[config.mk]
export PLATFORM = sky130hd
export DESIGN_NAME = decimal_ascii_with_separators
export DESIGN_NICKNAME = d
export VERILOG_FILES = /design/src/design/dasep_pkg.sv /design/src/design/decimal_ascii_with_separators.sv
export SDC_FILE = /design/constraint.sdc
export NUM_CORES = 1
export LEC_CHECK = 0
export BUFFER_PORTS_ARGS = -buffer_cell sky130_fd_sc_hd__buf_2
export CORE_MARGIN = 2
export CORE_UTILIZATION = 54
export DETAILED_ROUTE_END_ITERATION = 7
export PLACE_DENSITY = 0.76
export SYNTH_ARGS = -nofsm -noshare
export SYNTH_HDL_FRONTEND = slang
export SYNTH_SLANG_ARGS = --single-unit
[constraint.sdc]
create_clock -name i_clk -period 7.2 [get_ports i_clk]
set_clock_uncertainty 0.2 [all_clocks]
set_input_delay 0.72 -clock i_clk [delete_from_list [all_inputs] [get_ports i_clk]]
set_output_delay 0.72 -clock i_clk [all_outputs]
set_load 0.02 [all_outputs]
[src/design/dasep_pkg.sv]
// Package for the decimal ASCII writer with comma separators.
// Holds field widths, character codes and the sequencer state type.
// No dependencies.
package dasep_pkg;

    localparam int VALUE_W = 63;
    localparam int DIGITS  = 19;
    localparam int BCD_W   = 4 * DIGITS;
    localparam int CHAR_W  = 8;
    localparam int CNT_W   = $clog2(VALUE_W);
    localparam int IDX_W   = $clog2(DIGITS);

    localparam logic [CHAR_W-1:0] CH_COMMA = 8'h2C;
    localparam logic [CHAR_W-1:0] CH_ZERO  = 8'h30;

    typedef enum logic [3:0] {
        ST_IDLE  = 4'b0001,
        ST_CONV  = 4'b0010,
        ST_STRIP = 4'b0100,
        ST_EMIT  = 4'b1000
    } t_state;

endpackage

[src/design/decimal_ascii_with_separators.sv]
// Top level: binary to decimal ASCII text with comma grouping.
// Uses dasep_pkg for widths, character codes and the state type.
//
//  channel | dir | handshake          | payload
//  --------+-----+--------------------+-------------------------------
//  in      | in  | i_valid / o_stall  | i_value[62:0]
//  out     | out | o_valid / i_stall  | o_char_code[7:0], o_last
//
// One input beat at a time: shift-and-add-3 conversion of all 63 bits, one bit per
// cycle, then leading zero digits stripped one at a time (up to 18), then the
// characters (up to 25) one at a time, each when the output slot is free. A new
// value is accepted only once the last character of the previous one is loaded.
// Synchronous active-low reset clears the sequencer and output valid.
// o_stall is high from acceptance until the last character is loaded.
module decimal_ascii_with_separators
    import dasep_pkg::*;
(
    input  logic               i_clk,
    input  logic               i_rst_n,
    input  logic               i_valid,
    output logic               o_stall,
    input  logic [VALUE_W-1:0] i_value,
    output logic               o_valid,
    input  logic               i_stall,
    output logic [CHAR_W-1:0]  o_char_code,
    output logic               o_last
);

    t_state             r_state, n_state;
    logic [VALUE_W-1:0] r_bin, n_bin;
    logic [BCD_W-1:0]   r_bcd, n_bcd;
    logic [CNT_W-1:0]   r_cnt, n_cnt;
    logic [IDX_W-1:0]   r_idx, n_idx;
    logic [1:0]         r_mod, n_mod;
    logic               r_first, n_first;
    logic               r_comma, n_comma;
    logic               r_ovalid, n_ovalid;
    logic [CHAR_W-1:0]  r_char, n_char;
    logic               r_last, n_last;

    logic [BCD_W-1:0]   bcd_adj;
    logic [3:0]         top_dig;
    logic               slot_free;
    logic               need_comma;
    logic [1:0]         mod_dec;

    assign top_dig    = r_bcd[BCD_W-1 -: 4];
    assign slot_free  = !r_ovalid || !i_stall;
    assign need_comma = !r_first && (r_idx != '0) && (r_mod == 2'd0) && !r_comma;
    assign mod_dec    = (r_mod == 2'd0) ? 2'd2 : r_mod - 2'd1;

    always_comb begin
        for (int d = 0; d < DIGITS; d++) begin
            bcd_adj[4*d +: 4] = (r_bcd[4*d +: 4] >= 4'd5) ?
                                r_bcd[4*d +: 4] + 4'd3 : r_bcd[4*d +: 4];
        end
    end

    always_comb begin
        n_state  = r_state;
        n_bin    = r_bin;
        n_bcd    = r_bcd;
        n_cnt    = r_cnt;
        n_idx    = r_idx;
        n_mod    = r_mod;
        n_first  = r_first;
        n_comma  = r_comma;
        n_ovalid = r_ovalid && i_stall;
        n_char   = r_char;
        n_last   = r_last;
        case (r_state)
            ST_IDLE: begin
                if (i_valid) begin
                    n_bin   = i_value;
                    n_bcd   = '0;
                    n_cnt   = '0;
                    n_state = ST_CONV;
                end
            end
            ST_CONV: begin
                n_bcd = {bcd_adj[BCD_W-2:0], r_bin[VALUE_W-1]};
                n_bin = {r_bin[VALUE_W-2:0], 1'b0};
                n_cnt = r_cnt + 1'b1;
                if (r_cnt == CNT_W'(VALUE_W - 1)) begin
                    n_idx   = IDX_W'(DIGITS - 1);
                    n_mod   = 2'((DIGITS - 1) % 3);
                    n_state = ST_STRIP;
                end
            end
            ST_STRIP: begin
                if (top_dig == 4'd0 && r_idx != '0) begin
                    n_bcd = {r_bcd[BCD_W-5:0], 4'd0};
                    n_idx = r_idx - 1'b1;
                    n_mod = mod_dec;
                end else begin
                    n_first = 1'b1;
                    n_comma = 1'b0;
                    n_state = ST_EMIT;
                end
            end
            ST_EMIT: begin
                if (slot_free) begin
                    n_ovalid = 1'b1;
                    if (need_comma) begin
                        n_char  = CH_COMMA;
                        n_last  = 1'b0;
                        n_comma = 1'b1;
                    end else begin
                        n_char  = CH_ZERO + CHAR_W'(top_dig);
                        n_last  = (r_idx == '0);
                        n_bcd   = {r_bcd[BCD_W-5:0], 4'd0};
                        n_first = 1'b0;
                        n_comma = 1'b0;
                        if (r_idx == '0) begin
                            n_state = ST_IDLE;
                        end else begin
                            n_idx = r_idx - 1'b1;
                            n_mod = mod_dec;
                        end
                    end
                end
            end
            default: begin
                n_state  = ST_IDLE;
                n_ovalid = 1'b0;
            end
        endcase
    end

    always_ff @(posedge i_clk) begin
        if (!i_rst_n) begin
            r_state  <= ST_IDLE;
            r_ovalid <= 1'b0;
        end else begin
            r_state  <= n_state;
            r_ovalid <= n_ovalid;
        end
        r_bin   <= n_bin;
        r_bcd   <= n_bcd;
        r_cnt   <= n_cnt;
        r_idx   <= n_idx;
        r_mod   <= n_mod;
        r_first <= n_first;
        r_comma <= n_comma;
        r_char  <= n_char;
        r_last  <= n_last;
    end

    assign o_stall     = (r_state != ST_IDLE);
    assign o_valid     = r_ovalid;
    assign o_char_code = r_char;
    assign o_last      = r_last;

endmodule

# After elaboration in Yosys (flattened, before gate mapping)
# Cells that the tools add are included.
[classes] addsub=23 magnitude_cmp=19 eq_ne=14 muxes=58 n_reduce_logical=26
[ops] operator="$mux W76" n=4
[ops] operator="$pmux W76 S4" n=1
[ops] operator="$pmux W63 S2" n=1
[ops] operator="$mux W4" n=24
[ops] operator="$ge A4 B3 Y1 const B" n=19
[ops] operator="$add A4 B2 Y4 const B" n=18
[ops] operator="$mux W63" n=1
[ops] operator="$mux W5" n=5
[ops] operator="$ne A2 B2 Y1 const B" n=8
[ops] operator="$pmux W4 S4" n=1
[ops] operator="$pmux W5 S3" n=1
[ops] operator="$mux W2" n=6
[ops] operator="$pmux W6 S2" n=1
[ops] operator="$reduce_and A6 Y1" n=2
[ops] operator="$add A6 B4 Y7 const A" n=1
[ops] operator="$mux W1" n=7
[ops] operator="$add A6 B1 Y6 const B" n=1
[ops] operator="$eq A6 B6 Y1 const B" n=1
[ops] operator="$mux W6" n=1
[ops] operator="$pmux W1 S2" n=3
[ops] operator="$pmux W2 S3" n=1
[ops] operator="$logic_and A1 B1 Y1" n=5
[ops] operator="$logic_not A5 Y1" n=1
[ops] operator="$reduce_and A5 Y1" n=1
[ops] operator="other kinds (21)" n=26
[word_totals] regBits=168

# Depth between registers and ports, before layout
# Gate-level depths: netlist of run 1.
[depth] ltp_word=7 depth_mapped=7 ltp_nobuf=6

# Worst setup path before layout of run 1
# No wires, ideal clock.
[synth_path] kind="reg-to-reg" start="register r_idx[0]" end="register r_bcd[0], enable pin" setup_time_ns=0.624 arrival_ns=6.939 t_required_ns=6.376 slack_ns=-0.563 stages_incl_launch_ff=8 n_path_buf=1 cell_sequence="edfxtp_1 -> inv_1 -> ha_1 -> or4b_1 -> clkbuf_1 -> nand3_2 -> nor2_1 -> a211oi_1"
[synth_between] elab_chain_len=6
[synth_lines] element="start, declared" line_no="decimal_ascii_with_separators.sv:33" source="logic [IDX_W-1:0] r_idx, n_idx;"
[synth_lines] element="start signal, assigned" line_no="decimal_ascii_with_separators.sv:141" source="r_idx <= n_idx;"
[synth_lines] element="$reduce_bool A5 Y1 *" line_no="decimal_ascii_with_separators.sv:49, decimal_ascii_with_separators.sv:91"
[synth_lines] element="$logic_and A1 B1 Y1 (3 in series)" line_no="decimal_ascii_with_separators.sv:49" source="assign need_comma = !r_first && (r_idx != '0) && (r_mod == 2'd0) && !r_comma;"
[synth_lines] element="$ne A2 B2 Y1 (no source line)"
[synth_lines] element="$reduce_and A5 Y1 (no source line) *"
[synth_lines] element="end signal, assigned" line_no="decimal_ascii_with_separators.sv:139" source="r_bcd <= n_bcd;"
[synth_lines] element="end, declared" line_no="decimal_ascii_with_separators.sv:31" source="logic [BCD_W-1:0] r_bcd, n_bcd;"
# Mark *: on every way between the ends. The rest lies on a longest branch, timed or not.
# A chain may end at the register's enable or synchronous reset.

# Final worst setup path of run 1
[layout_path] start="register r_idx[0]" end="register r_bcd[26], enable pin"
# Same word-level chain as after synthesis.

==> metrics.cfg, run 1 <==
[run_status]
status=finished, final reports clean

[sta]
setup-violations-final=0
worst_pin_slew_ps=1030
period_share_pct=43.5
maxSlewViolCount=0
slew_headroom_pct=31.6
finalWorstSetupSlack_ps=4070
fmax_ghz=0.320
hold_viol=0
tns_ps=0
finalCriticalPeriod_ps=3130
rsz0062_at_grt=no

[critical_path]
crit_required_ps=7050
reg2reg_from=r_idx[0]$_SDFFCE_PP0P_
r2r_slack_ps=4070
slowest_stage=buf_4
crit_buf_inv=2
cp_data_arrival_time_ps=2970
cp_max_fo=76
r2r-end=r_bcd[26]$_DFFE_PP_
max_stage_delay_ps=780
path_class=register to register
cp-start-kind=register
worstRegToRegCells=7
cpLargestDelayFamily=buffers and inverters
cp-end-kind=register
crit_chain=inv_1 > ha_1 > or4b_1 > nand3_2 > nor2_1 > a211oi_4 > buf_4

[worst_hold_path]
hp-start=r_bin[44]$_DFFE_PP_
holdPathEnd=r_bin[45]$_DFFE_PP_
whs_path_depth=2
hold_class=register to register

[synthesis]
netlist_area_sq_um=9010
ys.flop_type=edfxtp_1
yosysMostFrequentCell=nand2_1
ys_seq_elements=165
synth_common_cells=225 x nand2_1, 160 x edfxtp_1, 52 x o21ai_0
synth_cell_types=45
synth_top_area_share_pct=53.3
ys_warn_count=0
synth.area.top_cells=edfxtp_1 53%, nand2_1 9.4%, ha_1 6.1%
syn_inst=842
synth_enable_flop_cells=160
synth_area_per_cell_sq_um=10.7
synth-seq-area-share_pct=54.5
async_flop_share_pct=0
synth_top_area_cell=edfxtp_1

[clock_tree]
clock_sinks=165
cts_resized=0
cts_root_buffer=clkbuf_16
cts_made_buffers=17
cts_setup_buffers=0
cts_tree=built
cts-hold-fix-buffers=0
clk_pin_slew_ps=70
worst_skew_pair.late_latency_ps=430
htree_levels=4
cts.path.max_buffers=2

[routing]
detailroute.via_count=6235
wl_per_cell_um=14.6
drt_iter0_markers=410
ant_nets=0
first_pass_iters=5
post_drt_via_cell_ratio=5.48
drcViolationCount=0
totalWireLength_um=16600

[final_layout]
fill_cells=1378
drive_gt1_share_pct=15.6
n_antenna_cell=0
multiInputGateArea_sq_um=3760
num-nets-final=1016
syn2layout_area_growth_pct=12.4
seqCellArea_sq_um=4900

[global_route]
grt_overflow=0
grt_max_degree=83
grt_pass1_wl_um=28700
grtUsageTotal_pct=19.9
antenna_found_initial=0
grt_pass1_vias=6208

[floorplan]
fp.dieArea_sq_um=17700
ios=78
fp.dieW_um=133
fp.dieH_um=133
placementRows=47
core_sq_um=16500
start_util_pct=54.7

[power]
ir_worst_vdd_mv=0.174
power_density_nw_per_um2=243
p_leak_nw=3.99

[placement]
dp_slack_ps=4160
io_buffers=74
gp_congestion=0.797
hpwl_um=10000

[run]
cap_violations=0

[metrics by stage]
stage / hold WS, ps / utilization, % / std cells / total power [W] / instance area [sq um]
floorplan: 284 / - / 843 / 0.00146 / 9010
global placement: 287 / 57.8 / 1106 / 0.00153 / 9520
detailed placement: 296 / 57.8 / 1106 / 0.00154 / 9520
CTS: 314 / 61.5 / 1137 / 0.00248 / 10100
global route: 329 / 61.5 / 1137 / 0.00257 / 10100
finish: 312 / 61.5 / 1137 / 0.00246 / 10100
[state kept, by name, summed over array words and instances (netlist names), 2 cells and up]
register,count
r_bin,63
r_idx,5
r_state,4
r_cnt,6
r_mod,2
o_char_code,5
r_bcd,76
[worst max-delay path by stage]
stage	start	to	slack, ps	cells past startpoint
3_3_place_gp	r_idx[0]$_SDFFCE_PP0P_	r_bcd[5]$_DFFE_PP_	4220	7
4_1_cts	r_idx[0]$_SDFFCE_PP0P_	r_bcd[33]$_DFFE_PP_	4130	7
5_1_grt	r_idx[0]$_SDFFCE_PP0P_	r_bcd[6]$_DFFE_PP_	3920	7
6_report	r_idx[0]$_SDFFCE_PP0P_	r_bcd[26]$_DFFE_PP_	4070	7
2_1_floorplan	r_idx[0]$_SDFFCE_PP0P_	r_bcd[0]$_DFFE_PP_	2090	7
3_5_place_dp	r_idx[0]$_SDFFCE_PP0P_	r_bcd[5]$_DFFE_PP_	4160	7
[layout by cell type, fill, tap and decap left out, types with 21 or more instances in the layout]
cell type,count
a21oi_1,46
buf_2,74
edfxtp_1,160
ha_1,44
inv_1,45
nand2_1,224
nand2b_1,23
nor3b_1,23
o21ai_0,52
o22ai_2,21
xnor2_1,22
[layout make-up]
class                           count  share of cell area, %
Multi-Input combinational cell    596                   37.1
Clock inverter                     13                   1.73
Sequential cell                   165                   48.4
Tap cell                          220                   2.72
Inverter                           45                   1.67
Clock buffer                       18                   4.24
Timing Repair Buffer               80                   4.10
[worst register-to-register path, cell delays in order (launching register included)]
cell and delay (ps):
edfxtp_1 440, inv_1 120, ha_1 140, or4b_1 550
nand3_2 190, nor2_1 100, a211oi_4 150, buf_4 780
[layer usage]
| layer | track usage, % | up-vias | share of wire, % |
|---|---|---|---|
| met5 | 0 | - | 0 |
| met4 | 5.67 | 0 | 0.87 |
| met3 | 4.19 | 13 | 4.6 |
| met2 | 33.1 | 156 | 48 |
| met1 | 26.7 | 2969 | 46 |
| li1 | - | 3097 | - |
[where the power goes]
group	internal [W]	switching, W
sequential	0.00116	0.0000566
combinational	0.000121	0.000187
clock	0.000551	0.000386
[logic make-up (layout without fill, tap and decap cells)]
group	Yosys count	after routing	synth area share, %
and+or+nand+nor	325	325	16.4
AOI/OAI and AO/OA	179	179	14.1
DFF	165	165	54.5
buffers and inverters	82	156	4.21
adders and majority gates	44	44	6.11
xor gates and xnor gates	27	27	2.63
muxes	18	18	2.00
other	2	3	0.0834
Note: power is estimated with default switching activity, not from simulation.
==> run 2, diff against run 1 <==
==> constraint.sdc (replaced) <==
create_clock -name i_clk -period 2.55 [get_ports i_clk]
set_clock_uncertainty 0.2 [all_clocks]
set_input_delay 0.255 -clock i_clk [delete_from_list [all_inputs] [get_ports i_clk]]
set_output_delay 0.255 -clock i_clk [all_outputs]
set_load 0.02 [all_outputs]
==> run 2 against run 1 <==
Compared with the run above:
- non-clock buffer count rose by 85
- clock power rose to 2.8 times the previous value
- sequential power rose to 2.8 times the previous value
- die area did not move
- via count increased by 7.2%
- critical path type unchanged
- critical endpoint is now r_state[0]$_SDFFE_PN1P_
- largest cell class unchanged
- largest power group unchanged
==> metrics.cfg, run 2 (synthesized netlist as in run 1, its figures left out) <==
[placement]
io_buffers=74  ; unchanged
dp_slack_ps=34.3  ; -4120 ps
hpwl_um=10900  ; +9.2%
place_area_sq_um=9820  ; +3.2%
post-place-cells=1124  ; +1.6%
gp_congestion=0.843  ; +5.7%

[clock_tree]
worst_skew_pair.late_latency_ps=420  ; about the same
cts_tree=built
cts_root_buffer=clkbuf_16
htree_levels=4  ; unchanged
clk_pin_slew_ps=60  ; about the same
cts.path.max_buffers=2  ; unchanged
clock_sinks=165  ; unchanged
cts_made_buffers=17  ; unchanged

[floorplan]
ios=78  ; unchanged
fp.dieH_um=133  ; unchanged
fp.dieW_um=133  ; unchanged
placementRows=47  ; unchanged
fp.dieArea_sq_um=17700  ; unchanged
start_util_pct=54.7  ; unchanged
core_sq_um=16500  ; unchanged

[routing]
top_layer_used=met4
ant_nets=0  ; unchanged
wl_met3_um=954  ; +26%
first_pass_iters=5  ; unchanged
wl_per_cell_um=15.6  ; +6.8%
dr_wl_met2_um=9550  ; +19%
post_drt_via_cell_ratio=5.47  ; -0.20%
totalWireLength_um=19100  ; +15%
drcViolationCount=0  ; unchanged
drt_iter0_markers=391  ; -4.6%
detailroute.via_count=6682  ; +7.2%
wl_met1_um=8300  ; +7.8%

[worst_hold_path]
hold_class=primary input to register

[global_route]
grtUsageTotal_pct=22.1  ; +2.2 points
grt_pass1_wl_um=31800  ; +11%
grt_pass1_vias=6628  ; +6.8%
grt_max_degree=82  ; -1.2%
antenna_found_initial=0  ; unchanged
grt_overflow=0  ; unchanged

[final_layout]
num-nets-final=1101  ; +8.4%
n_antenna_cell=0  ; unchanged
max_flop_register=r_bcd
postLayoutCellArea_sq_um=11100  ; +9.4%
stdcell_count=1221  ; +7.4%
utilization_pct=67.3  ; +5.8 points
fill_cells=1221  ; -11%
top_regs=r_bcd (76), r_bin (63), r_cnt (6)
multiInputGateArea_sq_um=3780  ; +0.50%
layout_commonest_cell=nand2_1
largest_reg_flops=76  ; unchanged
syn2layout_area_growth_pct=23.0
drive_gt1_share_pct=16.7  ; +1.1 points
seqCellArea_sq_um=4900  ; unchanged
layout_common_cells=224 x nand2_1, 160 x edfxtp_1, 74 x buf_2

[sta]
finalCriticalPeriod_ps=2450  ; -681 ps
period_share_pct=96.0  ; +53 points
hold_viol=0  ; unchanged
setup-violations-final=0  ; unchanged
fmax_ghz=0.408  ; +28%
finalWorstSetupSlack_ps=102  ; -3970 ps
slew_headroom_pct=53.7  ; +22 points
maxSlewViolCount=0  ; unchanged
whs_ps=91.2  ; -221 ps
worst_pin_slew_ps=692  ; -334 ps

[critical_path]
cp_max_fo=4  ; -95%
cp-start-kind=register
cp_data_arrival_time_ps=2610  ; -360 ps
cp-end-kind=register
path_class=register to register
crit_chain=inv_2 > ha_1 > or4b_4 > buf_4 > inv_1 > a21oi_1 > o221ai_1 > dlygate4sd3_1
max_stage_delay_ps=570  ; -210 ps
crit_required_ps=2720  ; -4330 ps
slowest_stage=dlygate4sd3_1

[power]
p_leak_nw=4.40  ; +10%
ir_worst_vdd_mv=0.503  ; +190%
power_density_nw_per_um2=639  ; +160%

[run]
cap_violations=0  ; unchanged

[run_status]
status=finished, final reports clean

==> run 2: metrics by stage <==
step           power (W)  TNS (ps)
4_1_cts          0.00707         0
3_5_place_dp     0.00445         0
2_1_floorplan    0.00413   -105460
5_1_grt          0.00736     -5.83
3_3_place_gp     0.00442         0
6_report         0.00708         0
==> run 2: critical path, delay by kind of cell, from the launching register on <==
family                     cells  cell delay (ps)
AOI/OAI and AO/OA              2              250
buffers and inverters          4              880
adders and majority gates      1              130
and+or+nand+nor                1              500
DFF                            1              420
==> run 2: routing by layer <==
layer	vias up	track usage, %
met5	-	0
met3	21	3.46
li1	3260	-
met2	222	37.8
met1	3179	29.1
met4	0	7.27
==> run 2: worst paths after layout <==
kind                               start                 endpoint  slack, ps  cells after the start
setup reg to reg  r_idx[0]$_SDFFCE_PP0P_  r_state[0]$_SDFFE_PN1P_        100                      8
hold reg to reg       r_bin[5]$_DFFE_PP_       r_bin[6]$_DFFE_PP_        320                      2
hold / removal                   i_valid  r_state[1]$_SDFFE_PN0P_         90                      3
setup / recovery  r_idx[0]$_SDFFCE_PP0P_  r_state[0]$_SDFFE_PN1P_        100                      8
==> run 2: where the power goes <==
group | internal, W | switching (W)
Clock | 0.00153 | 0.00106
Combinational | 0.000484 | 0.000576
Sequential | 0.00327 | 0.000163
Total | 0.00529 | 0.00180
==> run 2: final cells by class <==
| type | instances | area share [%] |
|---|---|---|
| inverters | 45 | 1.52 |
| repair buffers | 165 | 12.3 |
| clock inverters | 13 | 1.43 |
| flip-flops and latches | 165 | 44.3 |
| multi-input cells | 596 | 34.1 |
| well taps | 220 | 2.49 |
| clock buffers | 17 | 3.84 |
==> run 2: repair_timing <==
item / CTS / global route
hold buffers: 65 / 0
pin swaps: 0 / 1
endpoints found under the hold margin: 68 / 0
endpoints found under the setup margin: 21 / 1
gates resized for setup: 1 / 1
buffers inserted: 0 / 2
cloned: 0 / 0
